===== config.mk =====
export PLATFORM = sky130hd
export DESIGN_NAME = flipbook_frame_sequencer_flat
export DESIGN_NICKNAME = d
export VERILOG_FILES = /design/src/rtl/ffs_pkg.sv /design/src/rtl/ffs_if.sv /design/src/rtl/ffs_unit.sv /design/src/rtl/flipbook_frame_sequencer.sv /design/src/flat_wrapper.sv
export SDC_FILE = /design/constraint.sdc
export NUM_CORES = 1
export LEC_CHECK = 0
export BUFFER_PORTS_ARGS = -buffer_cell sky130_fd_sc_hd__buf_2
export CAP_MARGIN = 20
export CORE_ASPECT_RATIO = 0.9
export CORE_MARGIN = 2
export CORE_UTILIZATION = 60
export CTS_BUF_LIST = sky130_fd_sc_hd__clkbuf_4 sky130_fd_sc_hd__clkbuf_8 sky130_fd_sc_hd__clkbuf_16
export DETAILED_ROUTE_END_ITERATION = 6
export PLACE_DENSITY = 0.83
export SLEW_MARGIN = 0
export SYNTH_ARGS = -nofsm -noshare
export SYNTH_HDL_FRONTEND = slang
export SYNTH_SLANG_ARGS = --single-unit

===== constraint.sdc =====
create_clock -name clk -period 6.8 [get_ports clk]
set_input_delay 0.68 -clock clk [delete_from_list [all_inputs] [get_ports clk]]
set_output_delay 0.68 -clock clk [all_outputs]
set_load 0.05 [all_outputs]

===== src/rtl/ffs_pkg.sv =====
// Package for the flipbook frame sequencer: widths, operation and register
// codes, sequencer states and the command/status types of the shared step unit.
// No dependencies.
`default_nettype none
package ffs_pkg;

	localparam int ELAPSED_W = 48;
	localparam int RATE_W    = 16;
	localparam int PROD_W    = ELAPSED_W + RATE_W;
	localparam int FRAC_W    = 24;
	localparam int TARGET_W  = PROD_W - FRAC_W;
	localparam int FRAME_W   = 14;
	localparam int TILE_W    = 7;
	localparam int DELTA_W   = 16;
	localparam int UV_W      = 17;
	localparam int UV_FRAC_W = 16;
	localparam int IDX_W     = FRAME_W + 1;
	localparam int OP_W      = 3;
	localparam int CFG_IDX_W = 3;
	localparam int CFG_W     = 16;
	localparam int DQ_W      = TARGET_W;
	localparam int REM_W     = FRAME_W;
	localparam int OPND_W    = ELAPSED_W;
	localparam int STEP_W    = 6;

	localparam logic [OP_W-1:0] OP_TICK      = 3'd0;
	localparam logic [OP_W-1:0] OP_PLAY      = 3'd1;
	localparam logic [OP_W-1:0] OP_PAUSE     = 3'd2;
	localparam logic [OP_W-1:0] OP_STOP      = 3'd3;
	localparam logic [OP_W-1:0] OP_RESTART   = 3'd4;
	localparam logic [OP_W-1:0] OP_SET_FRAME = 3'd5;

	localparam logic [CFG_IDX_W-1:0] REG_TILE_COLUMNS = 3'd0;
	localparam logic [CFG_IDX_W-1:0] REG_TILE_ROWS    = 3'd1;
	localparam logic [CFG_IDX_W-1:0] REG_TOTAL_FRAMES = 3'd2;
	localparam logic [CFG_IDX_W-1:0] REG_FPS          = 3'd3;
	localparam logic [CFG_IDX_W-1:0] REG_LOOP_MODE    = 3'd4;

	localparam logic [STEP_W-1:0] MUL_STEPS   = STEP_W'(RATE_W);
	localparam logic [STEP_W-1:0] MOD_STEPS   = STEP_W'(TARGET_W);
	localparam logic [STEP_W-1:0] SPLIT_STEPS = STEP_W'(FRAME_W);
	localparam logic [STEP_W-1:0] EDGE_STEPS  = STEP_W'(UV_FRAC_W);

	localparam logic [UV_W-1:0]      UV_ONE      = 17'h10000;
	localparam logic [ELAPSED_W-1:0] ELAPSED_MAX = '1;

	typedef enum logic [2:0] {
		S_IDLE,
		S_MUL,
		S_MOD,
		S_SPLIT,
		S_COL,
		S_EDGE_GO,
		S_EDGE_RUN,
		S_OUT
	} state_t;

	typedef enum logic {
		MODE_MUL,
		MODE_DIV
	} mode_t;

	typedef struct packed {
		logic               go;
		mode_t              mode;
		logic [REM_W-1:0]   rem;
		logic [DQ_W-1:0]    dq;
		logic [OPND_W-1:0]  opnd;
		logic [STEP_W-1:0]  steps;
	} unit_cmd_t;

	typedef struct packed {
		logic busy;
		logic done;
	} unit_stat_t;

endpackage
`default_nettype wire


===== src/rtl/ffs_if.sv =====
// Valid/ready channel interfaces for tick words in and frame words out.
// Depends on ffs_pkg for field widths.
`default_nettype none
interface ffs_tick_if;
	logic                            valid;
	logic                            ready;
	logic [ffs_pkg::OP_W-1:0]        op;
	logic [ffs_pkg::DELTA_W-1:0]     delta_time;
	logic [ffs_pkg::FRAME_W-1:0]     frame_value;

	modport source (output valid, output op, output delta_time, output frame_value,
		input ready);
	modport sink (input valid, input op, input delta_time, input frame_value,
		output ready);
endinterface

interface ffs_frame_if;
	logic                            valid;
	logic                            ready;
	logic [ffs_pkg::FRAME_W-1:0]     frame_index;
	logic                            is_playing;
	logic [ffs_pkg::UV_W-1:0]        uv_min_u;
	logic [ffs_pkg::UV_W-1:0]        uv_min_v;
	logic [ffs_pkg::UV_W-1:0]        uv_max_u;
	logic [ffs_pkg::UV_W-1:0]        uv_max_v;

	modport source (output valid, output frame_index, output is_playing,
		output uv_min_u, output uv_min_v, output uv_max_u, output uv_max_v,
		input ready);
	modport sink (input valid, input frame_index, input is_playing,
		input uv_min_u, input uv_min_v, input uv_max_u, input uv_max_v,
		output ready);
endinterface
`default_nettype wire


===== src/rtl/ffs_unit.sv =====
// Shared step unit: one shift-add multiply step or one restoring divide step
// per cycle, run for a commanded number of steps. Depends on ffs_pkg.
`default_nettype none
module ffs_unit (
	input  wire logic                          clk,
	input  wire logic                          arst_n,
	input  wire ffs_pkg::unit_cmd_t            cmd,
	output ffs_pkg::unit_stat_t                stat,
	output logic [ffs_pkg::PROD_W-1:0]         acc,
	output logic [ffs_pkg::DQ_W-1:0]           dq,
	output logic [ffs_pkg::REM_W-1:0]          rem
);

	logic                              busy_q;
	logic                              done_q;
	logic [ffs_pkg::STEP_W-1:0]        cnt_q;
	ffs_pkg::mode_t                    mode_q;
	logic [ffs_pkg::PROD_W-1:0]        acc_q;
	logic [ffs_pkg::DQ_W-1:0]          dq_q;
	logic [ffs_pkg::REM_W-1:0]         rem_q;
	logic [ffs_pkg::OPND_W-1:0]        opnd_q;

	logic [ffs_pkg::REM_W:0]           part;
	logic [ffs_pkg::REM_W:0]           divisor;
	logic [ffs_pkg::REM_W:0]           diff;
	logic                              fits;
	logic [ffs_pkg::PROD_W-1:0]        addend;
	logic [ffs_pkg::PROD_W-1:0]        acc_next;

	always_comb begin
		part     = {rem_q, dq_q[ffs_pkg::DQ_W-1]};
		divisor  = {1'b0, opnd_q[ffs_pkg::REM_W-1:0]};
		diff     = part - divisor;
		fits     = (part >= divisor);
		addend   = dq_q[ffs_pkg::DQ_W-1] ?
			{{(ffs_pkg::PROD_W-ffs_pkg::OPND_W){1'b0}}, opnd_q} : '0;
		acc_next = {acc_q[ffs_pkg::PROD_W-2:0], 1'b0} + addend;
	end

	always_ff @(posedge clk or negedge arst_n) begin
		if (!arst_n) begin
			busy_q <= 1'b0;
			done_q <= 1'b0;
			cnt_q  <= '0;
		end else if (cmd.go) begin
			busy_q <= 1'b1;
			done_q <= 1'b0;
			cnt_q  <= cmd.steps;
		end else begin
			done_q <= busy_q && (cnt_q == ffs_pkg::STEP_W'(1));
			if (busy_q) begin
				cnt_q <= cnt_q - ffs_pkg::STEP_W'(1);
				if (cnt_q == ffs_pkg::STEP_W'(1))
					busy_q <= 1'b0;
			end
		end
	end

	always_ff @(posedge clk) begin
		if (cmd.go) begin
			mode_q <= cmd.mode;
			acc_q  <= '0;
			dq_q   <= cmd.dq;
			rem_q  <= cmd.rem;
			opnd_q <= cmd.opnd;
		end else if (busy_q) begin
			if (mode_q == ffs_pkg::MODE_MUL) begin
				acc_q <= acc_next;
				dq_q  <= {dq_q[ffs_pkg::DQ_W-2:0], 1'b0};
			end else begin
				// shift in the next dividend bit, subtract where it fits
				rem_q <= fits ? diff[ffs_pkg::REM_W-1:0] : part[ffs_pkg::REM_W-1:0];
				dq_q  <= {dq_q[ffs_pkg::DQ_W-2:0], fits};
			end
		end
	end

	assign stat.busy = busy_q;
	assign stat.done = done_q;
	assign acc       = acc_q;
	assign dq        = dq_q;
	assign rem       = rem_q;

endmodule
`default_nettype wire


===== src/rtl/flipbook_frame_sequencer.sv =====
// Flipbook frame sequencer top level: configuration registers, playback state,
// sequencer and output register. Depends on ffs_pkg, ffs_if and ffs_unit.
//
// Usage: tick_in carries one word per event (tick, play, pause, stop, restart,
// set frame). Control words give no result. A tick that advances playback
// gives one word on frame_out: frame, play flag and the tile's UV rectangle. A
// tick is dropped without result when not playing, when total_frames is below
// 2, when the rate is zero or when delta_time is zero. An advancing tick is
// worked mostly in the shared step unit: 16 multiply steps (elapsed x rate), 40
// divide steps (loop wrap, loop mode only), the 14-step column/row split and a
// divide for each UV edge not already clamped at 1.0, plus the sequencer states
// that split and load the output; a zero tile count skips the split and the
// edges. tick_in.ready is high only while the sequencer is idle, so one tick is
// in work at a time. The result sits in an output register; a new word is taken
// while it waits, and a finished tick holds in its last state until the
// register is free. Reset clears playback (stopped, frame 0, elapsed 0) and
// loads the register defaults: 1x1 sheet, one frame, rate 0, loop on.
// Configuration is written through cfg_we/cfg_index/cfg_wdata; the user must
// write it only while idle, as the block does not enforce this.
`default_nettype none
module flipbook_frame_sequencer (
	input  wire logic                              clk,
	input  wire logic                              arst_n,
	ffs_tick_if.sink                               tick_in,
	ffs_frame_if.source                            frame_out,
	input  wire logic                              cfg_we,
	input  wire logic [ffs_pkg::CFG_IDX_W-1:0]     cfg_index,
	input  wire logic [ffs_pkg::CFG_W-1:0]         cfg_wdata
);

	// configuration
	logic [ffs_pkg::TILE_W-1:0]    cols_q;
	logic [ffs_pkg::TILE_W-1:0]    rows_q;
	logic [ffs_pkg::FRAME_W-1:0]   total_q;
	logic [ffs_pkg::RATE_W-1:0]    fps_q;
	logic                          loop_q;

	// playback state
	logic [ffs_pkg::ELAPSED_W-1:0] elapsed_q;
	logic [ffs_pkg::FRAME_W-1:0]   frame_q;
	logic                          playing_q;

	ffs_pkg::state_t               state_q;
	ffs_pkg::state_t               state_d;
	logic [1:0]                    edge_q;
	logic [ffs_pkg::TILE_W-1:0]    col_q;
	logic [ffs_pkg::FRAME_W-1:0]   row_q;
	logic [ffs_pkg::UV_W-1:0]      uv_q [4];

	logic                          out_valid_q;
	logic [ffs_pkg::FRAME_W-1:0]   out_frame_q;
	logic                          out_playing_q;
	logic [ffs_pkg::UV_W-1:0]      out_uv_q [4];

	ffs_pkg::unit_cmd_t            cmd;
	ffs_pkg::unit_stat_t           stat;
	logic [ffs_pkg::PROD_W-1:0]    acc_res;
	logic [ffs_pkg::DQ_W-1:0]      dq_res;
	logic [ffs_pkg::REM_W-1:0]     rem_res;

	logic                          accept;
	logic                          skip;
	logic                          out_free;
	logic                          no_tiles;
	logic [ffs_pkg::ELAPSED_W:0]   elapsed_sum;
	logic [ffs_pkg::ELAPSED_W-1:0] elapsed_sat;
	logic [ffs_pkg::TARGET_W-1:0]  target;
	logic [ffs_pkg::IDX_W-1:0]     edge_idx;
	logic [ffs_pkg::TILE_W-1:0]    edge_cnt;
	logic                          edge_full;

	ffs_unit u_unit (
		.clk    (clk),
		.arst_n (arst_n),
		.cmd    (cmd),
		.stat   (stat),
		.acc    (acc_res),
		.dq     (dq_res),
		.rem    (rem_res)
	);

	always_comb begin
		accept      = tick_in.valid && tick_in.ready;
		skip        = !playing_q || (total_q < ffs_pkg::FRAME_W'(2)) ||
			(fps_q == '0) || (tick_in.delta_time == '0);
		out_free    = !out_valid_q || frame_out.ready;
		no_tiles    = (cols_q == '0) || (rows_q == '0);
		elapsed_sum = {1'b0, elapsed_q} +
			{{(ffs_pkg::ELAPSED_W+1-ffs_pkg::DELTA_W){1'b0}}, tick_in.delta_time};
		elapsed_sat = elapsed_sum[ffs_pkg::ELAPSED_W] ? ffs_pkg::ELAPSED_MAX :
			elapsed_sum[ffs_pkg::ELAPSED_W-1:0];
		target      = acc_res[ffs_pkg::PROD_W-1:ffs_pkg::FRAC_W];

		case (edge_q)
			2'd0: begin
				edge_idx = {{(ffs_pkg::IDX_W-ffs_pkg::TILE_W){1'b0}}, col_q};
				edge_cnt = cols_q;
			end
			2'd1: begin
				edge_idx = {1'b0, row_q};
				edge_cnt = rows_q;
			end
			2'd2: begin
				edge_idx = {{(ffs_pkg::IDX_W-ffs_pkg::TILE_W){1'b0}}, col_q} +
					ffs_pkg::IDX_W'(1);
				edge_cnt = cols_q;
			end
			default: begin
				edge_idx = {1'b0, row_q} + ffs_pkg::IDX_W'(1);
				edge_cnt = rows_q;
			end
		endcase
		// an index at or past the count lands on or beyond 1.0
		edge_full = edge_idx >= {{(ffs_pkg::IDX_W-ffs_pkg::TILE_W){1'b0}}, edge_cnt};
	end

	// sequencer
	always_ff @(posedge clk or negedge arst_n) begin
		if (!arst_n)
			state_q <= ffs_pkg::S_IDLE;
		else
			state_q <= state_d;
	end

	always_comb begin
		state_d   = state_q;
		cmd       = '0;
		cmd.mode  = ffs_pkg::MODE_DIV;
		tick_in.ready = (state_q == ffs_pkg::S_IDLE);
		unique case (state_q)
			ffs_pkg::S_IDLE: begin
				if (accept && (tick_in.op == ffs_pkg::OP_TICK) && !skip) begin
					cmd.go    = 1'b1;
					cmd.mode  = ffs_pkg::MODE_MUL;
					cmd.opnd  = elapsed_sat;
					cmd.dq    = {fps_q, {(ffs_pkg::DQ_W-ffs_pkg::RATE_W){1'b0}}};
					cmd.steps = ffs_pkg::MUL_STEPS;
					state_d   = ffs_pkg::S_MUL;
				end
			end
			ffs_pkg::S_MUL: begin
				if (stat.done) begin
					if (loop_q) begin
						cmd.go    = 1'b1;
						cmd.dq    = target;
						cmd.opnd  = {{(ffs_pkg::OPND_W-ffs_pkg::FRAME_W){1'b0}}, total_q};
						cmd.steps = ffs_pkg::MOD_STEPS;
						state_d   = ffs_pkg::S_MOD;
					end else begin
						state_d = ffs_pkg::S_SPLIT;
					end
				end
			end
			ffs_pkg::S_MOD: begin
				if (stat.done)
					state_d = ffs_pkg::S_SPLIT;
			end
			ffs_pkg::S_SPLIT: begin
				if (no_tiles) begin
					state_d = ffs_pkg::S_OUT;
				end else begin
					// frame left-aligned so the quotient lands in the low bits
					cmd.go    = 1'b1;
					cmd.dq    = {frame_q, {(ffs_pkg::DQ_W-ffs_pkg::FRAME_W){1'b0}}};
					cmd.opnd  = {{(ffs_pkg::OPND_W-ffs_pkg::TILE_W){1'b0}}, cols_q};
					cmd.steps = ffs_pkg::SPLIT_STEPS;
					state_d   = ffs_pkg::S_COL;
				end
			end
			ffs_pkg::S_COL: begin
				if (stat.done)
					state_d = ffs_pkg::S_EDGE_GO;
			end
			ffs_pkg::S_EDGE_GO: begin
				if (edge_full) begin
					state_d = (edge_q == 2'd3) ? ffs_pkg::S_OUT : ffs_pkg::S_EDGE_GO;
				end else begin
					// idx < count: the index is the first partial remainder
					cmd.go    = 1'b1;
					cmd.rem   = edge_idx[ffs_pkg::REM_W-1:0];
					cmd.opnd  = {{(ffs_pkg::OPND_W-ffs_pkg::TILE_W){1'b0}}, edge_cnt};
					cmd.steps = ffs_pkg::EDGE_STEPS;
					state_d   = ffs_pkg::S_EDGE_RUN;
				end
			end
			ffs_pkg::S_EDGE_RUN: begin
				if (stat.done)
					state_d = (edge_q == 2'd3) ? ffs_pkg::S_OUT : ffs_pkg::S_EDGE_GO;
			end
			ffs_pkg::S_OUT: begin
				if (out_free)
					state_d = ffs_pkg::S_IDLE;
			end
			default: state_d = ffs_pkg::S_IDLE;
		endcase
	end

	// configuration registers
	always_ff @(posedge clk or negedge arst_n) begin
		if (!arst_n) begin
			cols_q  <= ffs_pkg::TILE_W'(1);
			rows_q  <= ffs_pkg::TILE_W'(1);
			total_q <= ffs_pkg::FRAME_W'(1);
			fps_q   <= '0;
			loop_q  <= 1'b1;
		end else if (cfg_we) begin
			unique case (cfg_index)
				ffs_pkg::REG_TILE_COLUMNS: cols_q  <= cfg_wdata[ffs_pkg::TILE_W-1:0];
				ffs_pkg::REG_TILE_ROWS:    rows_q  <= cfg_wdata[ffs_pkg::TILE_W-1:0];
				ffs_pkg::REG_TOTAL_FRAMES: total_q <= cfg_wdata[ffs_pkg::FRAME_W-1:0];
				ffs_pkg::REG_FPS:          fps_q   <= cfg_wdata[ffs_pkg::RATE_W-1:0];
				ffs_pkg::REG_LOOP_MODE:    loop_q  <= cfg_wdata[0];
				default: ;
			endcase
		end
	end

	// playback state and output valid
	always_ff @(posedge clk or negedge arst_n) begin
		if (!arst_n) begin
			elapsed_q   <= '0;
			frame_q     <= '0;
			playing_q   <= 1'b0;
			edge_q      <= '0;
			out_valid_q <= 1'b0;
		end else begin
			if (accept) begin
				unique case (tick_in.op)
					ffs_pkg::OP_TICK: begin
						if (!skip)
							elapsed_q <= elapsed_sat;
					end
					ffs_pkg::OP_PLAY:  playing_q <= 1'b1;
					ffs_pkg::OP_PAUSE: playing_q <= 1'b0;
					ffs_pkg::OP_STOP: begin
						playing_q <= 1'b0;
						frame_q   <= '0;
					end
					ffs_pkg::OP_RESTART: begin
						elapsed_q <= '0;
						frame_q   <= '0;
						playing_q <= 1'b1;
					end
					ffs_pkg::OP_SET_FRAME: frame_q <= tick_in.frame_value;
					default: ;
				endcase
			end

			if ((state_q == ffs_pkg::S_MUL) && stat.done && !loop_q) begin
				// hold on the last frame and stop
				if (target >= {{(ffs_pkg::TARGET_W-ffs_pkg::FRAME_W){1'b0}}, total_q}) begin
					frame_q   <= total_q - ffs_pkg::FRAME_W'(1);
					playing_q <= 1'b0;
				end else begin
					frame_q <= target[ffs_pkg::FRAME_W-1:0];
				end
			end
			if ((state_q == ffs_pkg::S_MOD) && stat.done)
				frame_q <= rem_res;

			if (state_q == ffs_pkg::S_SPLIT)
				edge_q <= '0;
			else if ((state_q == ffs_pkg::S_EDGE_GO) && edge_full)
				edge_q <= edge_q + 2'd1;
			else if ((state_q == ffs_pkg::S_EDGE_RUN) && stat.done)
				edge_q <= edge_q + 2'd1;

			if ((state_q == ffs_pkg::S_OUT) && out_free)
				out_valid_q <= 1'b1;
			else if (frame_out.ready)
				out_valid_q <= 1'b0;
		end
	end

	// tile position, edges and output word
	always_ff @(posedge clk) begin
		if ((state_q == ffs_pkg::S_SPLIT) && no_tiles) begin
			uv_q[0] <= '0;
			uv_q[1] <= '0;
			uv_q[2] <= '0;
			uv_q[3] <= '0;
		end
		if ((state_q == ffs_pkg::S_COL) && stat.done) begin
			col_q <= rem_res[ffs_pkg::TILE_W-1:0];
			row_q <= dq_res[ffs_pkg::FRAME_W-1:0];
		end
		if ((state_q == ffs_pkg::S_EDGE_GO) && edge_full)
			uv_q[edge_q] <= ffs_pkg::UV_ONE;
		if ((state_q == ffs_pkg::S_EDGE_RUN) && stat.done)
			uv_q[edge_q] <= {1'b0, dq_res[ffs_pkg::UV_FRAC_W-1:0]};
		if ((state_q == ffs_pkg::S_OUT) && out_free) begin
			out_frame_q   <= frame_q;
			out_playing_q <= playing_q;
			out_uv_q[0]   <= uv_q[0];
			out_uv_q[1]   <= uv_q[1];
			out_uv_q[2]   <= uv_q[2];
			out_uv_q[3]   <= uv_q[3];
		end
	end

	assign frame_out.valid       = out_valid_q;
	assign frame_out.frame_index = out_frame_q;
	assign frame_out.is_playing  = out_playing_q;
	assign frame_out.uv_min_u    = out_uv_q[0];
	assign frame_out.uv_min_v    = out_uv_q[1];
	assign frame_out.uv_max_u    = out_uv_q[2];
	assign frame_out.uv_max_v    = out_uv_q[3];

`ifndef NO_ASSERTIONS
	a_ready_unit_idle: assert property (@(posedge clk) disable iff (!arst_n)
		tick_in.ready |-> !stat.busy)
		else $error("input ready while the step unit is busy");

	a_done_expected: assert property (@(posedge clk) disable iff (!arst_n)
		stat.done |-> (state_q == ffs_pkg::S_MUL) || (state_q == ffs_pkg::S_MOD) ||
			(state_q == ffs_pkg::S_COL) || (state_q == ffs_pkg::S_EDGE_RUN))
		else $error("step unit finished outside a waiting state");

	a_out_from_seq: assert property (@(posedge clk) disable iff (!arst_n)
		$rose(out_valid_q) |-> $past(state_q == ffs_pkg::S_OUT))
		else $error("output word raised without the sequencer finishing");

	a_loop_wraps: assert property (@(posedge clk) disable iff (!arst_n)
		(out_valid_q && loop_q) |-> (out_frame_q < total_q))
		else $error("looped frame not below total_frames");
`endif

endmodule
`default_nettype wire

===== src/flat_wrapper.sv =====
// flat-port wrapper written by rule: the top's interface ports become plain ports
module flipbook_frame_sequencer_flat 
  (clk, arst_n, cfg_we, cfg_index, cfg_wdata, tick_in_valid, tick_in_op, tick_in_delta_time, tick_in_frame_value, tick_in_ready, frame_out_valid, frame_out_frame_index, frame_out_is_playing, frame_out_uv_min_u, frame_out_uv_min_v, frame_out_uv_max_u, frame_out_uv_max_v, frame_out_ready);
  ffs_tick_if tick_in_i ();
  ffs_frame_if frame_out_i ();
  input  wire logic clk;
  input  wire logic arst_n;
  input  wire logic cfg_we;
  input  wire logic [ffs_pkg::CFG_IDX_W-1:0] cfg_index;
  input  wire logic [ffs_pkg::CFG_W-1:0] cfg_wdata;
  input wire logic [$bits(tick_in_i.valid)-1:0] tick_in_valid;
  input wire logic [$bits(tick_in_i.op)-1:0] tick_in_op;
  input wire logic [$bits(tick_in_i.delta_time)-1:0] tick_in_delta_time;
  input wire logic [$bits(tick_in_i.frame_value)-1:0] tick_in_frame_value;
  output wire logic [$bits(tick_in_i.ready)-1:0] tick_in_ready;
  output wire logic [$bits(frame_out_i.valid)-1:0] frame_out_valid;
  output wire logic [$bits(frame_out_i.frame_index)-1:0] frame_out_frame_index;
  output wire logic [$bits(frame_out_i.is_playing)-1:0] frame_out_is_playing;
  output wire logic [$bits(frame_out_i.uv_min_u)-1:0] frame_out_uv_min_u;
  output wire logic [$bits(frame_out_i.uv_min_v)-1:0] frame_out_uv_min_v;
  output wire logic [$bits(frame_out_i.uv_max_u)-1:0] frame_out_uv_max_u;
  output wire logic [$bits(frame_out_i.uv_max_v)-1:0] frame_out_uv_max_v;
  input wire logic [$bits(frame_out_i.ready)-1:0] frame_out_ready;
  assign tick_in_i.valid = tick_in_valid;
  assign tick_in_i.op = tick_in_op;
  assign tick_in_i.delta_time = tick_in_delta_time;
  assign tick_in_i.frame_value = tick_in_frame_value;
  assign tick_in_ready = tick_in_i.ready;
  assign frame_out_valid = frame_out_i.valid;
  assign frame_out_frame_index = frame_out_i.frame_index;
  assign frame_out_is_playing = frame_out_i.is_playing;
  assign frame_out_uv_min_u = frame_out_i.uv_min_u;
  assign frame_out_uv_min_v = frame_out_i.uv_min_v;
  assign frame_out_uv_max_u = frame_out_i.uv_max_u;
  assign frame_out_uv_max_v = frame_out_i.uv_max_v;
  assign frame_out_i.ready = frame_out_ready;
  flipbook_frame_sequencer u_core (.clk(clk), .arst_n(arst_n), .tick_in(tick_in_i), .frame_out(frame_out_i), .cfg_we(cfg_we), .cfg_index(cfg_index), .cfg_wdata(cfg_wdata));
endmodule

# After elaboration in Yosys (flattened, before gate mapping)

Memories as Yosys holds them, arrays and structs flattened.
Cells that the tools add are included.

Flip-flop bits (word level): 325
Memories: 2
Bits in writable memories: 136
Logic and storage cells: 188
Bits in latches: 0
ROM bits: 0

Memories:

| name            | words | bits a word | rd ports | clocked after Yosys merged registers in | wr ports | RTL line                       | source |
|---|---|---|---|---|---|---|---|
| u_core.out_uv_q | 4     | 17          | 4        | 0                                       | 4        | flipbook_frame_sequencer.sv:53 | `logic [ffs_pkg::UV_W-1:0] out_uv_q [4];` |
| u_core.uv_q     | 4     | 17          | 4        | 0                                       | 4        | flipbook_frame_sequencer.sv:48 | `logic [ffs_pkg::UV_W-1:0] uv_q [4];` |

Reduce and logical (&&, ||, !) cells: 51
Div/mod/pow operators: 0
Equality and inequality tests: 27
Mux-type cells: 71
Bitwise gates (word level): 2
$add $sub $neg: 8
Shift-type cells: 0
$mul: 0
Order comparisons: 4

Operator list:

| kind                    | count |
|---|---|
| $mux W94                | 4 |
| $pmux W54 S4            | 1 |
| $mux W48                | 3 |
| $mux W14                | 10 |
| $pmux W40 S3            | 1 |
| $pmux W48 S2            | 1 |
| $mux W40                | 2 |
| $add A64 B48 Y64        | 1 |
| $add A48 B16 Y49        | 1 |
| $pmux W15 S3            | 1 |
| $ge A40 B14 Y1          | 1 |
| $mux W17                | 2 |
| $logic_not A16 Y1       | 2 |
| $pmux W14 S2            | 1 |
| $mux W1                 | 24 |
| $pmux W3 S8             | 1 |
| $eq A3 B3 Y1 const B    | 7 |
| $mux W3                 | 7 |
| $eq A3 B2 Y1 const B    | 6 |
| $reduce_or A17 Y1       | 1 |
| $reduce_and A2 Y1       | 8 |
| $add A14 B1 Y15 const B | 1 |
| $ge A15 B14 Y1          | 1 |
| $ge A15 B7 Y1           | 1 |
| 32 further kinds        | 75 |

# Longest topological paths before layout

Gate-level depths: netlist of run 1.

Word-level depth: 10
Depth in mapped cells: 18

# Cells and area by module

Synthesis of run 1 repeated with hierarchy kept, for this count alone.

Cell total of the unflattened synthesis: 2511
Area total of the unflattened synthesis: 25603.3 um^2

By module, submodules not included:

| module                   | area an instance (um^2) | seq. area each (um^2) | cells each | instances |
|---|---|---|---|---|
| flipbook_frame_sequencer | 14945.6                 | 8022.7                | 1358       | 1 |
| ffs_unit                 | 10657.7                 | 4574.4                | 1153       | 1 |

# Worst setup path after synthesis of run 1

Ideal clock, no wire load.

Path kind: register to register
Start: register u_core.state_q[2]
End: register u_core.out_frame_q, in the netlist u_core.frame_out.frame_index[0] (enable)
Period minus slack after synthesis: 5152 ps
Required time: 6265 ps
Setup slack: 1648 ps
Data arrival time: 4617 ps
Path buffers: 2
Cell stages (with the launch flop): 5
Cells stage by stage: dfrtp_1 clkbuf_1 clkbuf_1 nand3_1 nor2b_1

Longest elaborated chain between the ends: 2

RTL lines:

| element                  | RTL line                        | source |
|---|---|---|
| start: declaration       | flipbook_frame_sequencer.sv:43  | `ffs_pkg::state_t state_q;` |
| start signal: assignment | flipbook_frame_sequencer.sv:120 | `state_q <= ffs_pkg::S_IDLE;` |
| start signal: assignment | flipbook_frame_sequencer.sv:122 | `state_q <= state_d;` |
| $eq A3 B3 Y1             | flipbook_frame_sequencer.sv:291 | `if ((state_q == ffs_pkg::S_OUT) && out_free) begin` |
| $logic_and A1 B1 Y1      | flipbook_frame_sequencer.sv:291 |  |
| end signal: assignment   | flipbook_frame_sequencer.sv:292 | `out_frame_q <= frame_q;` |
| end: declaration         | flipbook_frame_sequencer.sv:51  | `logic [ffs_pkg::FRAME_W-1:0] out_frame_q;` |

No other way between the ends.
A chain may end at the register's enable or synchronous reset.

# Worst setup path after layout of run 1

Start: register u_core.edge_q[0]
End: register u_core.u_unit.rem_q, in the netlist u_core.u_unit.rem[6] (data pin)

Longest elaborated chain between the ends: 7
Elaborated cells on any way between the ends: 12
Those cells by class: 1 x order compare; 2 x eq/ne; 7 x mux; 2 x reduce/logical

RTL lines:

| element                                          | RTL line                        | source |
|---|---|---|
| start: declaration                               | flipbook_frame_sequencer.sv:45  | `logic [1:0] edge_q;` |
| start signal: assignment                         | flipbook_frame_sequencer.sv:264 | `edge_q <= edge_q + 2'd1;` |
| start signal: assignment                         | flipbook_frame_sequencer.sv:266 | `edge_q <= edge_q + 2'd1;` |
| $eq A2 B2 Y1 or $logic_not A2 Y1 (tied branches) | flipbook_frame_sequencer.sv:94  | `case (edge_q)` |
| $reduce_or A2 Y1 (no line)                       | n/a                             |  |
| $mux W7                                          | flipbook_frame_sequencer.sv:94  |  |
| $ge A15 B7 Y1                                    | flipbook_frame_sequencer.sv:114 | `edge_full = edge_idx >= {{(ffs_pkg::IDX_W-ffs_pkg::TILE_W){1'b0}}, edge_cnt};` |
| $mux W1 or $mux W14 (tied branches)              | flipbook_frame_sequencer.sv:175 | `if (edge_full) begin` |
| $pmux W1 S4 or $mux W14 (tied branches)          | flipbook_frame_sequencer.sv:130 | `unique case (state_q)` |
| $mux W14 (*)                                     | ffs_unit.sv:60                  | `if (cmd.go) begin` |
| end signal: assignment                           | ffs_unit.sv:64                  | `rem_q <= cmd.rem;` |
| end signal: assignment                           | ffs_unit.sv:72                  | `rem_q <= fits ? diff[ffs_pkg::REM_W-1:0] : part[ffs_pkg::REM_W-1:0];` |
| end: declaration                                 | ffs_unit.sv:20                  | `logic [ffs_pkg::REM_W-1:0] rem_q;` |

Every way passes the cells marked *; elsewhere a longest branch is shown, timed or not.

==> results by group, run 1 <==
Status
  – Run status: finished with violations
  – Failing checks: DRC

Floorplanning
  – Die Width: 218 microns
  – Die area: 0.0429 sq mm
  – Placeable Area: 0.0407 sq mm
  – Chip Height: 197 microns
  – Row count: 70
  – Starting density of the core: 60.8%
  – Boundary Pins: 142

CTS
  – Clock buffer depth: 3
  – Number of levels the H-tree was split into: 2
  – Register clock-pin slew on the reported worst setup and hold paths: 0.06 ns
  – Sinks on the clock net: 461
  – Root buffer cell: sky130_fd_sc_hd__clkbuf_16
  – Post-CTS Hold Buffers: 0
  – Cts bufs inserted: 47
  – Later-pin clock latency in the skew report: 0.62 ns
  – Number of gates given a new drive strength after cts: 0
  – Clock tree from TritonCTS: done
  – Post-CTS setup repair buffer count: 0

STA
  – Slew headroom: 22.1%
  – Ratio of final minimum period to clock period: 76.4%
  – Transition time at the pin with the least slew margin: 1.16 ns
  – Max Clock Freq: 0.193 GHz
  – Post-route setup TNS: 0 ns
  – Min Clock Period, post-route: 5.19 ns
  – Final count of negative-setup-slack endpoints: 0
  – Final setup margin: 1.61 ns
  – Hold violation count in the final report: 0
  – Max Clock Skew: 0.0325 ns
  – Setup repair after global routing missed its margin: false
  – Max-slew violations: 0

Setup path
  – Kind of critical path: reg2reg
  – Worst setup SP type: flip-flop
  – Required @ worst endpoint: 7.13 ns
  – Arrival time reported for the critical path endpoint: 5.53 ns
  – Kind of capture point of the worst setup path: flip-flop
  – Largest fanout on the critical path: 79

Global routing
  – Number of antenna violations at the first check in global routing: 0
  – Vias in the first global route: 18,900
  – First-pass GRT wire length: 108,000 microns
  – Aggregate global routing overflow: 0
  – Total routing resource utilization after global routing: 32.9%
  – Maximum number of pins on one net before global-route repair: 80

Logic synthesis
  – Most used flip-flop cell after synthesis: sky130_fd_sc_hd__edfxtp_1
  – Mean instance size in the synthesized netlist: 10.4 sq um
  – Number of different library cells in the post-synthesis netlist: 81
  – Post-synthesis async set-or-reset flop share: 26.5%
  – Warnings from Yosys: 0
  – Post-synthesis cell count: 2,393
  – Synthesis-stage register bit count: 461
  – Net Count, Synth: 2,561
  – Sequential share of the synthesized area: 50.8%
  – Synthesized cell area: 0.0248 sq mm
  – Number of enable flip-flop cells after synthesis: 275

Cells and area
  – Commonest cells after routing, fill and taps aside: sky130_fd_sc_hd__edfxtp_1 (275), sky130_fd_sc_hd__nand2_1 (234), sky130_fd_sc_hd__a21oi_1 (183)
  – Ratio of cells with drive above 1 in the final layout: 12.9%
  – Synthesis-to-layout area growth: 11.5%
  – Leading cell type in the layout, fill and taps excluded: sky130_fd_sc_hd__edfxtp_1
  – Final Net Count: 2,650
  – Antenna diode count: 0

Detailed routing
  – Routed wire length: 70,600 microns
  – Drt via density: 6.57
  – Drt first-iter violations: 2,628
  – Number of design rule violations left after detail routing: 53
  – Routed via count: 20,100
  – Avg WL per Cell: 23.1 microns
  – 1st-pass router iterations: 7
  – Post-route ant nets: 0

Placed design
  – Port buffer count: 141
  – Post-detailed-placement half-perimeter wirelength: 50,600 microns
  – Routability cong.: 1.00
  – Post-placement worst setup slack: 1.68 ns

Pwr
  – Power Dens Cells: 444 mW/mm^2
  – Peak supply drop: 290 uV
  – Total leakage power: 0.0112 uW

Min path
  – Min-Delay Path Class: in2async

Run
  – MaxCap Viol Count: 0
==> cells in the mapped netlist, drive strengths merged (16+ instances only) <==
| cell | number | area, sq um |
|---|---|---|
| a211oi | 19 | 143 |
| a21o | 58 | 435 |
| a21oi | 185 | 933 |
| a222oi | 20 | 200 |
| a22o | 35 | 307 |
| a31oi | 19 | 119 |
| and2 | 108 | 676 |
| and3 | 24 | 150 |
| buf | 30 | 145 |
| clkbuf | 95 | 359 |
| dfrtp | 118 | 2950 |
| dfxtp | 64 | 1280 |
| edfxtp | 275 | 8260 |
| ha | 108 | 1350 |
| inv | 81 | 304 |
| mux2 | 39 | 439 |
| mux2i | 39 | 390 |
| nand2 | 234 | 878 |
| nand2b | 16 | 100 |
| nand3 | 67 | 335 |
| nand4 | 31 | 194 |
| nor2 | 160 | 601 |
| nor2b | 16 | 100 |
| nor3 | 41 | 210 |
| nor4 | 36 | 244 |
| o211ai | 16 | 120 |
| o21a | 28 | 210 |
| o21ai | 116 | 581 |
| o22ai | 16 | 100 |
| o31ai | 20 | 150 |
| xnor2 | 68 | 596 |
| xor2 | 47 | 412 |
==> registers in the layout, summed over array words and instances (netlist names), 16 cells and up <==
| signal | flops |
|---|---|
| u_core.u_unit.acc | 64 |
| u_core.out_uv_q | 68 |
| u_core.uv_q | 68 |
| u_core.fps_q | 16 |
| u_core.elapsed_q | 48 |
| u_core.u_unit.opnd_q | 48 |
| u_core.u_unit.dq | 40 |
==> critical path, stage by stage (launching register included) <==
cell	delay, ns
sky130_fd_sc_hd__dfrtp_1	0.50
sky130_fd_sc_hd__inv_1	0.19
sky130_fd_sc_hd__ha_1	0.35
sky130_fd_sc_hd__nor2_1	0.66
sky130_fd_sc_hd__mux2_2	0.43
sky130_fd_sc_hd__ha_1	0.28
sky130_fd_sc_hd__and4_1	0.20
sky130_fd_sc_hd__nand4_1	0.09
sky130_fd_sc_hd__nand3_1	0.08
sky130_fd_sc_hd__nor4_1	0.30
sky130_fd_sc_hd__o2111a_1	0.34
sky130_fd_sc_hd__a21boi_4	0.08
sky130_fd_sc_hd__clkinv_2	0.08
sky130_fd_sc_hd__buf_4	0.32
sky130_fd_sc_hd__buf_4	0.79
sky130_fd_sc_hd__o2bb2ai_1	0.18
==> final cells by class <==
class / count / area, sq um
multi-input cells: 1726 / 11400
repair buffers: 165 / 888
well taps: 540 / 676
clock inverters: 28 / 414
flip-flops and latches: 461 / 12600
clock buffers: 60 / 1320
inverters: 81 / 305
fillers: 2973 / 13100
==> routing by layer <==
metal	part of all wire (%)	vias up	track usage, %
met5	0	-	0
met4	2.4	0	8.87
met3	12	118	8.64
met2	43	1211	48.3
met1	42	9707	48.3
li1	-	9067	-
==> final timing paths <==
check | from | end | slack, ns | cells past startpoint
hold / removal | arst_n | u_core.rows_q[1] | 0.12 | 1
max in group asynchronous | arst_n | u_core.frame_q[11] | 5.16 | 2
setup / recovery | u_core.edge_q[0] | u_core.u_unit.rem[6] | 1.61 | 15
min in group clk | cfg_wdata[15] | u_core.fps_q[15] | 0.32 | 2
setup reg to reg | u_core.edge_q[0] | u_core.u_unit.rem[6] | 1.61 | 15
hold reg to reg | u_core.uv_q[1][3] | u_core.out_uv_q[1][3] | 0.41 | 0
==> cell families (layout without fill, tap and decap cells) <==
logic type / Yosys count / after routing / share of synthesized area, %
AND/OR/NAND/NOR: 775 / 775 / 15.3
AO/OA/AOI/OAI: 647 / 647 / 17.5
flip-flops: 461 / 461 / 50.8
buffers and inverters: 206 / 334 / 3.26
XOR/XNOR: 115 / 115 / 4.06
adder cells (fa/ha/maj): 111 / 111 / 5.70
multiplexers: 78 / 78 / 3.35
==> power by group <==
part / leakage [uW] / total [uW] / switching (uW) / internal (uW)
Clock: 0.000837 / 2840 / 1170 / 1670
Combinational: 0.00567 / 4530 / 2940 / 1590
Sequential: 0.00471 / 4910 / 857 / 4050
==> stage by stage <==
stage,cells,hold slack [ns],util (%),cell area [sq um],power [uW]
3_5_place_dp,2972,0.405,63.6,25900,9290
3_3_place_gp,2972,0.401,63.6,25900,9110
5_1_grt,3061,0.173,67.8,27600,12900
2_1_floorplan,2393,0.384,-,24800,7910
4_1_cts,3060,0.130,67.8,27600,12200
6_report,3061,0.116,67.8,27600,12300
Power figures use the tool's default switching activity.
==> run 2, diff against run 1 <==
==> constraint.sdc (replaced) <==
create_clock -name clk -period 4.9 [get_ports clk]
set_input_delay 0.49 -clock clk [delete_from_list [all_inputs] [get_ports clk]]
set_output_delay 0.49 -clock clk [all_outputs]
set_load 0.05 [all_outputs]
==> run 2 against run 1 <==
The run now ends clean. First-iteration DRC count fell by 1.2%. Clock power increased by 25%. Wire length down 0.56%. Clock-buffer cell count decreased by 5. Fmax grew 15%. Critical path depth increased by 1. Core utilization decreased by 0.31 points. Worst setup slack worse by 1.2 ns. Power increased by 35%. Combinational power rose by 39%. Sequential cell count did not move. Critical path type unchanged.
==> results by group, run 2 (synthesis gave the netlist of run 1 again) <==
Setup path
  – Kind of critical path: reg2reg
  – Register-to-register path setup slack: 0.39 ns (-1.22 ns)
  – R2r endpoint: u_core.u_unit.acc[47]
  – Worst setup SP type: flip-flop
  – Slowest stage delay, CP: 0.48 ns (-0.31 ns)
  – Kind of capture point of the worst setup path: flip-flop
  – Worst flop-to-flop path startpoint: u_core.edge_q[1]
  – Worst reg-to-reg path cell count: 16 (+1)
  – Ordered cell list for the critical path: inv_1, ha_1, a22oi_1, o211ai_1, a21boi_0, ha_1, a21oi_1, nand3_1, nor4_1, o2111a_1, a21boi_4, clkinv_2, buf_12, nor4_1, a31oi_1, nand2_1
  – Slowest CP cell: sky130_fd_sc_hd__dfrtp_1
  – Largest fanout on the critical path: 98 (+24%)
  – Required @ worst endpoint: 5.38 ns (-1.75 ns)
  – Arrival time reported for the critical path endpoint: 5.00 ns (-0.53 ns)

Floorplanning
  – Die Width: 218 microns (unchanged)
  – Chip Height: 197 microns (unchanged)
  – Boundary Pins: 142 (unchanged)
  – Starting density of the core: 60.8% (unchanged)
  – Row count: 70 (unchanged)
  – Placeable Area: 0.0407 sq mm (unchanged)
  – Die area: 0.0429 sq mm (unchanged)

Global routing
  – Maximum number of pins on one net before global-route repair: 99 (+24%)
  – Aggregate global routing overflow: 0 (unchanged)
  – Number of antenna violations at the first check in global routing: 2 (+2)
  – Total routing resource utilization after global routing: 32.6% (-0.30 points)
  – First-pass GRT wire length: 108,000 microns (-0.45%)
  – Vias in the first global route: 18,700 (-0.98%)

STA
  – Transition time at the pin with the least slew margin: 1.14 ns (-0.0215 ns)
  – Max Clock Freq: 0.222 GHz (+15%)
  – Slew headroom: 23.6% (+1.4 points)
  – Hold violation count in the final report: 0 (unchanged)
  – Final count of negative-setup-slack endpoints: 0 (unchanged)
  – Ratio of final minimum period to clock period: 92.1% (+16 points)
  – Min Clock Period, post-route: 4.51 ns (-0.679 ns)
  – Post-route setup TNS: 0 ns (unchanged)
  – Setup repair after global routing missed its margin: false
  – Max Clock Skew: 0.0332 ns (+0.000763 ns)
  – Max-slew violations: 0 (unchanged)

CTS
  – Cts bufs inserted: 47 (unchanged)
  – Root buffer cell: sky130_fd_sc_hd__clkbuf_16
  – Later-pin clock latency in the skew report: 0.60 ns (-0.02 ns)
  – Clock buffer depth: 3 (unchanged)
  – Register clock-pin slew on the reported worst setup and hold paths: 0.07 ns (about the same)
  – Sinks on the clock net: 461 (unchanged)
  – Number of levels the H-tree was split into: 2 (unchanged)
  – Clock tree from TritonCTS: done
  – Post-CTS setup repair buffer count: 0 (unchanged)

Detailed routing
  – Routed via count: 20,100 (+0.0050%)
  – Drt via density: 6.55 (-0.32%)
  – 1st-pass router iterations: 7 (unchanged)
  – Drt first-iter violations: 2,597 (-1.2%)
  – Post-route ant nets: 0 (unchanged)
  – Routed wire length: 70,200 microns (-0.56%)
  – Avg WL per Cell: 22.9 microns (-0.89%)
  – Number of design rule violations left after detail routing: 0 (-100%)

Cells and area
  – Final non-filler cell total: 3,071 (+0.33%)
  – Ratio of cells with drive above 1 in the final layout: 13.0% (+0.067 points)
  – Cell area after layout: 0.0275 sq mm (-0.46%)
  – Synthesis-to-layout area growth: 11.0%
  – Commonest cells after routing, fill and taps aside: sky130_fd_sc_hd__edfxtp_1 (275), sky130_fd_sc_hd__nand2_1 (234), sky130_fd_sc_hd__a21oi_1 (183)
  – Leading cell type in the layout, fill and taps excluded: sky130_fd_sc_hd__edfxtp_1
  – Final Net Count: 2,660 (+0.38%)
  – Antenna diode count: 0 (unchanged)
  – Utilization after layout: 67.5% (-0.31 points)

Min path
  – Hold Path End: u_core.fps_q[14]
  – Min-Delay Path Class: in2reg
  – Worst hold path cell count: 2
  – Hold Startpoint: cfg_wdata[14]

Pwr
  – Peak supply drop: 504 uV (+74%)
  – Power Dens Cells: 605 mW/mm^2 (+36%)
  – Total leakage power: 0.0112 uW (-0.36%)

Run
  – MaxCap Viol Count: 0 (unchanged)

Placed design
  – Routability cong.: 0.944 (-5.8%)
  – Post-detailed-placement half-perimeter wirelength: 50,700 microns (+0.16%)
  – Standard cell area after detailed placement: 0.0260 sq mm (+0.34%)
  – Inst Count DP: 2,982 (+0.34%)
  – Port buffer count: 141 (unchanged)

Status
  – Run status: completed
-- run 2: cell count changes in the layout (fill, tap and decap cells not counted), sizes merged --
cell / delta
inv: +1
dlygate4sd3: +1
clkbuf: -5
clkinv: +9
buf: +9
bufinv: -5
-- run 2: cell type report --
type,count,area [sq um]
fillers,3025,13200
inverters,81,305
clock inverters,33,262
repair buffers,175,982
well taps,540,676
clock buffers,55,1250
multi-input cells,1726,11400
flip-flops and latches,461,12600
-- run 2: routing by layer --
metal | vias to the layer above | track usage, % | part of all wire (%)
li1 | 9071 | - | -
met1 | 9739 | 48.8 | 43
met2 | 1159 | 47.1 | 43
met3 | 133 | 7.95 | 11
met4 | 2 | 9.27 | 2.6
met5 | - | 0 | 0.019
-- run 2: worst max-delay path by stage --
| stage | start | slack (ns) | endpoint |
|---|---|---|---|
| after floorplan | u_core.edge_q[0] | 0.39 | u_core.uv_q[0][0] |
| after global placement | u_core.edge_q[1] | 0.63 | u_core.u_unit.dq[39] |
| after detailed placement | u_core.edge_q[1] | 0.43 | u_core.u_unit.dq[16] |
| after CTS | u_core.edge_q[1] | 0.41 | u_core.u_unit.dq[38] |
| after global routing | u_core.edge_q[1] | 0.06 | u_core.u_unit.acc[41] |
| final | u_core.edge_q[1] | 0.39 | u_core.u_unit.acc[47] |
-- run 2: timing repair --
action	CTS	global route
endpoints found under the setup margin	0	2
hold endpoints to repair	47	0
gates resized for setup	0	1
hold buffers	1	0
-- run 2: stage by stage --
| step | total power (uW) | setup slack (ns) | hold WS, ns |
|---|---|---|---|
| floorplan | 11000 | 0.389 | 0.194 |
| global placement | 12700 | 0.634 | 0.401 |
| detailed placement | 12900 | 0.429 | 0.405 |
| CTS | 16500 | 0.407 | 0.111 |
| global route | 17500 | 0.0560 | 0.124 |
| finish | 16600 | 0.386 | 0.129 |
-- run 2: worst max-delay path: cells and delay by family, from the launching register on --
kind | cells | cell delay [ns]
AO/OA/AOI/OAI | 7 | 1.57
adder cells (fa/ha/maj) | 2 | 0.82
AND/OR/NAND/NOR | 4 | 0.66
flip-flops | 1 | 0.48
buffers and inverters | 3 | 0.79
-- run 2: power breakdown --
group | internal (uW) | total (uW) | switching [uW]
combinational | 2240 | 6290 | 4060
sequential | 5610 | 6770 | 1150
clock | 1960 | 3560 | 1610
total | 9810 | 16600 | 6820
